### config.mk
export PLATFORM = sky130hd
export DESIGN_NAME = fkin_queue
export DESIGN_NICKNAME = d
export VERILOG_FILES = /design/src/rtl/fkin_pkg.sv /design/src/rtl/fkin_queue.sv
export SDC_FILE = /design/constraint.sdc
export NUM_CORES = 1
export LEC_CHECK = 0
export ABC_AREA = 1
export CORE_ASPECT_RATIO = 1.25
export CORE_UTILIZATION = 30
export CTS_BUF_LIST = sky130_fd_sc_hd__clkbuf_4 sky130_fd_sc_hd__clkbuf_8
export DETAILED_ROUTE_END_ITERATION = 8
export DONT_BUFFER_PORTS = 1
export SYNTH_ARGS = -nofsm -noshare
export SYNTH_HDL_FRONTEND = slang
export SYNTH_SLANG_ARGS = --single-unit
### constraint.sdc
create_clock -name clk -period 7.8 [get_ports clk]
set_input_delay 1.56 -clock clk [delete_from_list [all_inputs] [get_ports clk]]
set_output_delay 1.56 -clock clk [all_outputs]
set_load 0.05 [all_outputs]
### src/rtl/fkin_pkg.sv
// Shared types and constants of the six-joint forward kinematics block.
// No dependencies; every other file of the block imports this package.
package fkin_pkg;

    localparam int JOINTS    = 6;
    localparam int ANGLE_W   = 17;
    localparam int LEN_W     = 18;
    localparam int POS_W     = 19;
    localparam int TRIG_W    = 18;
    localparam int VEC_W     = 22;
    localparam int CFG_IDX_W = 3;
    localparam int IN_DATA_W  = 104;
    localparam int OUT_DATA_W = 64;

    // Configuration register indexes
    localparam logic [CFG_IDX_W-1:0] REG_BASE_OFFSET        = 3'd0;
    localparam logic [CFG_IDX_W-1:0] REG_UPPER_ARM_LENGTH   = 3'd1;
    localparam logic [CFG_IDX_W-1:0] REG_FOREARM_LENGTH     = 3'd2;
    localparam logic [CFG_IDX_W-1:0] REG_WRIST_ONE_OFFSET   = 3'd3;
    localparam logic [CFG_IDX_W-1:0] REG_WRIST_TWO_OFFSET   = 3'd4;
    localparam logic [CFG_IDX_W-1:0] REG_WRIST_THREE_OFFSET = 3'd5;

    typedef logic signed [LEN_W-1:0]  len_t;
    typedef len_t [JOINTS-1:0]        len_vec_t;
    typedef logic signed [TRIG_W-1:0] trig_t;
    typedef logic signed [VEC_W-1:0]  vec_t;

    typedef struct packed {
        trig_t s;
        trig_t c;
    } joint_sc_t;

    typedef joint_sc_t [JOINTS-1:0] sc_vec_t;

    typedef struct packed {
        logic full;
        logic valid;
    } q_status_t;

    // Reset values of the link lengths and offsets
    localparam len_t RST_BASE_OFFSET        = 18'sd10650;
    localparam len_t RST_UPPER_ARM_LENGTH   = -18'sd27853;
    localparam len_t RST_FOREARM_LENGTH     = -18'sd25703;
    localparam len_t RST_WRIST_ONE_OFFSET   = 18'sd8736;
    localparam len_t RST_WRIST_TWO_OFFSET   = 18'sd6534;
    localparam len_t RST_WRIST_THREE_OFFSET = 18'sd6527;

    // Fixed twist of each joint, sine and cosine in {-1, 0, 1}
    localparam int TWIST_SIN [JOINTS] = '{1, 0, 0, 1, -1, 0};
    localparam int TWIST_COS [JOINTS] = '{0, 1, 1, 0, 0, 1};

    // Quadrant codes
    localparam logic [1:0] QUAD_0 = 2'd0;
    localparam logic [1:0] QUAD_1 = 2'd1;
    localparam logic [1:0] QUAD_2 = 2'd2;
    localparam logic [1:0] QUAD_3 = 2'd3;

    // Angle reduction, hundredths of a degree
    localparam int TWO_TURNS   = 72000;
    localparam int ONE_TURN    = 36000;
    localparam int QUARTER     = 9000;
    localparam int EIGHTH      = 4500;

    // Radian conversion: x = fold*X_INT_MUL + (fold*X_FRAC_MUL + X_BIAS) / X_DIV
    localparam logic [17:0] X_INT_MUL  = 18'd187403;
    localparam logic [12:0] X_FRAC_MUL = 13'd5426;
    localparam logic [24:0] X_BIAS     = 25'd9000;
    localparam logic [14:0] X_DIV      = 15'd18000;
    localparam logic [17:0] X_RCP      = 18'((64'h1_0000_0000) / 64'd18000);

    localparam logic [30:0] ONE_Q30 = 31'h4000_0000;

    // Horner steps: t = 1 - ((x2*t) >> 30) / D, division by reciprocal
    localparam int SIN_STEPS = 3;
    localparam int COS_STEPS = 4;
    localparam logic [5:0]  SIN_DIV [SIN_STEPS] = '{6'd42, 6'd20, 6'd6};
    localparam logic [31:0] SIN_RCP [SIN_STEPS] = '{
        32'((64'h1_0000_0000) / 64'd42),
        32'((64'h1_0000_0000) / 64'd20),
        32'((64'h1_0000_0000) / 64'd6)};
    localparam logic [5:0]  COS_DIV [COS_STEPS] = '{6'd56, 6'd30, 6'd12, 6'd2};
    localparam logic [31:0] COS_RCP [COS_STEPS] = '{
        32'((64'h1_0000_0000) / 64'd56),
        32'((64'h1_0000_0000) / 64'd30),
        32'((64'h1_0000_0000) / 64'd12),
        32'((64'h1_0000_0000) / 64'd2)};

    // Pipeline and queue sizes
    localparam int SINCOS_LAT  = 18;
    localparam int FRONT_LAT   = 3 + SINCOS_LAT;
    localparam int BACK_STAGES = 2 * JOINTS;
    localparam int QUEUE_DEPTH = 4;
    localparam int QPTR_W      = 2;
    localparam int QCNT_W      = 3;

    localparam vec_t POS_MAX_V = 22'sd262143;
    localparam vec_t POS_MIN_V = -22'sd262144;

endpackage

### src/rtl/fkin_queue.sv
// Short queue of sine/cosine sets between the front and the back part.
// Depends on fkin_pkg.
module fkin_queue (
    input  logic                clk,
    input  logic                rst_n,
    input  logic                push,
    input  fkin_pkg::sc_vec_t   push_data,
    input  logic                pop,
    output fkin_pkg::q_status_t status,
    output fkin_pkg::sc_vec_t   head
);
    import fkin_pkg::*;

    sc_vec_t           mem [QUEUE_DEPTH];
    logic [QPTR_W-1:0] wr_ptr_reg;
    logic [QPTR_W-1:0] rd_ptr_reg;
    logic [QCNT_W-1:0] count_reg;
    logic [QCNT_W-1:0] count_next;

    assign status.full  = (count_reg == QCNT_W'(QUEUE_DEPTH));
    assign status.valid = (count_reg != '0);
    assign head         = mem[rd_ptr_reg];

    always_comb
    begin
        count_next = count_reg;
        if (push && !pop)
        begin
            count_next = count_reg + 1'b1;
        end
        else if (pop && !push)
        begin
            count_next = count_reg - 1'b1;
        end
    end

    // Store the entry
    always_ff @(posedge clk)
    begin
        if (push)
        begin
            mem[wr_ptr_reg] <= push_data;
        end
    end

    // Advance pointers and count
    always_ff @(posedge clk or negedge rst_n)
    begin
        if (!rst_n)
        begin
            wr_ptr_reg <= '0;
            rd_ptr_reg <= '0;
            count_reg  <= '0;
        end
        else
        begin
            if (push)
            begin
                wr_ptr_reg <= wr_ptr_reg + 1'b1;
            end
            if (pop)
            begin
                rd_ptr_reg <= rd_ptr_reg + 1'b1;
            end
            count_reg <= count_next;
        end
    end

endmodule

==> results.ini <==
[critical_path]
rr_startpoint=wr_ptr_reg[0]$_DFFE_PN0P_
critical-path-top-delay-family=buffers and inverters
r2r.worst_path.cells=5
slowest_delay_ns=0.76
rrSetupSlack_ns=5.10
crit_path_max_fanout=95
slowest_stage=dfrtp_4
crit_buf_inv=2
path_cells=inv_8, buf_4, o211ai_1, nand2_1
crit_type=reg -> out
cp_data_arrival_time_ns=3.78
cp-end-kind=output port
cp.required_ns=6.24
startpoint_type=flop
reg2reg_to=mem[2][106]$_DFFE_PP_

[clocking]
cts_hold_buf=0
tritoncts=built
worstSkewPairLatency_ns=0.84
clock_path_buffers=3
ctsHtreeMaxLevel=4
post-cts-setup-buffers=0
cts_buffers=139
root_buffer=clkbuf_8
clkSinkCount=871
clk_pin_slew_ns=0.06
ctsResizeCount=0

[synth]
syn_area_per_cell_sq_um=13.4
synth_top_family_by_area=compound AO/OA/AOI/OAI gates
ys_seq_elements=871
syn_nets=2794
synth.top_cell.area_share_pct=75.3
synth_area_leader_cell=edfxtp_1
synthTopCellsByArea=edfxtp_1 (75%), o211ai_1 (9.4%), nand2_1 (7.2%), inv_1 (4.8%), buf_2 (1.3%)
ys_types=20
synthMuxAreaShare_pct=0
synth_warnings=0
synth_compound_area_share_pct=9.42
ys_seq_area_share_pct=75.8
synth-xor-area-share_pct=0.102
synth_area_sq_um=34500
synthSimpleGateAreaFrac_pct=7.27
synth_fa_ha_area_share_pct=0.240
syn_inst=2568

[timing]
rsz0062_at_grt=false
min_period_ns=5.34
hold_viol=0
post-route-period-util_pct=68.4
clock.fmax_ghz=0.187
worst_hold_slack_ns=0.409
max_slew_margin_pct=23.4
drv_slew=0
finalSetupViolCount=0
setup-tns-final_ns=0
max_slew.worst_pin.slew_ns=1.15
clock_skew_ns=0.0228

[detailed_routing]
postRouteAntennaNets=0
dr_total_vias=19000
drt-initial-drc-count=1247
vias_per_cell=4.57
drc_errors=0
drtPass1Iterations=5
avgRoutedWirePerCell_microns=18.8
drt-total-wl_microns=78300

[outcome]
status=finished, final reports clean

[grt]
grt_pass1_wl_microns=115000
grt_overflow=0
antenna_found_initial=4
grt_max_degree=208
grt_usage_pct=13.3
grt_pass1_vias=18600

[power_and_ir_drop]
total_power_mw=17.0
p_leak_nw=14.2
powerDensity_nw_per_um2=444
ir_drop_mv=0.345

[floorplan]
dieArea_sq_um=116000
io_pins=438
die_w_microns=305
core_sq_um=114000
rows=138
dieHeight_microns=381
start_util_pct=30.3

[layout]
drive_gt1_share_pct=9.03
finalNetCount=2817
area_growth_pct=11.4
largest_register_ffs=864
final_util_pct=33.8

[placement]
io_buffers=0
dp_hpwl_microns=47000
globalplace.congestion=0.840

[job]
cap_violations=0

[min_path]
worst_hold_path_type=in -> async

## Yosys cell counts
library cell    n
nand3_1         1
clkbuf_4        5
o21ai_0         1
buf_6           7
dfrtp_1         7
clkbuf_1       20
xnor2_1         1
inv_4           1
buf_2          87
nand2_1       662
inv_1         443
nand4_1         1
nor3_1          1
o211ai_1      432
buf_4          25
edfxtp_1      864
fa_1            1
nor2_1          1
ha_1            5
xor2_1          3
## cell type report
cell class / instances / area, sq um
Antenna cell: 3 / 7.51
Sequential cell: 871 / 26100
Clock inverter: 63 / 394
Inverter: 444 / 1700
Multi-Input combinational cell: 1109 / 5870
Clock buffer: 177 / 2200
Tap cell: 1470 / 1840
Fill cell: 11000 / 75200
Timing Repair Buffer: 26 / 270
## worst register-to-register path, cell delays in order, from the launching register on
cell     delay (ns)
dfrtp_1        0.43
inv_1          0.10
ha_1           0.14
nand2_1        0.12
inv_8          0.52
buf_4          0.89
## how the worst max path moves through the flow
stage	from	to	cells past startpoint
after floorplan	push	mem[0][0]$_DFFE_PP_	3
after global placement	rd_ptr_reg[1]$_DFFE_PN0P_	head[135]	4
after detailed placement	rd_ptr_reg[1]$_DFFE_PN0P_	head[103]	4
after CTS	rd_ptr_reg[1]$_DFFE_PN0P_	head[103]	4
after global routing	rd_ptr_reg[1]$_DFFE_PN0P_	head[103]	4
final	rd_ptr_reg[1]$_DFFE_PN0P_	head[103]	4
## layout by cell type, fill, tap and decap left out, types with 2 or more instances in the layout
cell type	instances
bufinv_16	2
inv_6	4
clkinvlp_4	4
inv_1	439
nand2_1	662
buf_12	6
clkinv_4	3
buf_4	20
clkbuf_8	140
edfxtp_1	864
xor2_1	3
inv_8	8
ha_1	5
clkinv_1	30
diode_2	3
clkinv_2	16
o211ai_1	432
clkbuf_4	37
dfrtp_4	2
dfrtp_1	5
## cells by family after synthesis
family | after synthesis
xor+xnor | 4
compound gates | 433
buf+inv | 588
fa+ha+maj | 6
simple gates | 666
flops | 871
## stage by stage
stage,setup WS [ns],cells,area (sq um)
2_1_floorplan,1.21,2568,34500
3_3_place_gp,3.30,3920,35800
3_5_place_dp,3.27,3920,35800
4_1_cts,2.27,4160,38400
5_1_grt,2.19,4161,38400
6_report,2.46,4163,38400
## power by group
group	switching (mW)	internal, mW	leakage (nW)
sequential	0.339	6.13	8.02
combinational	5.87	0.997	4.86
clock	1.77	1.93	1.37
total	7.99	9.06	14.2
## metal layers
| metal | wire [microns] | GRT usage [%] | vias to the layer above |
|---|---|---|---|
| li1 | - | - | 9016 |
| met1 | 28000 | 13.3 | 9144 |
| met2 | 38700 | 22.4 | 668 |
| met3 | 7920 | 6.15 | 198 |
| met4 | 3630 | 7.94 | 0 |
| met5 | 0 | 0 | - |
Power figures use the tool's default switching activity.
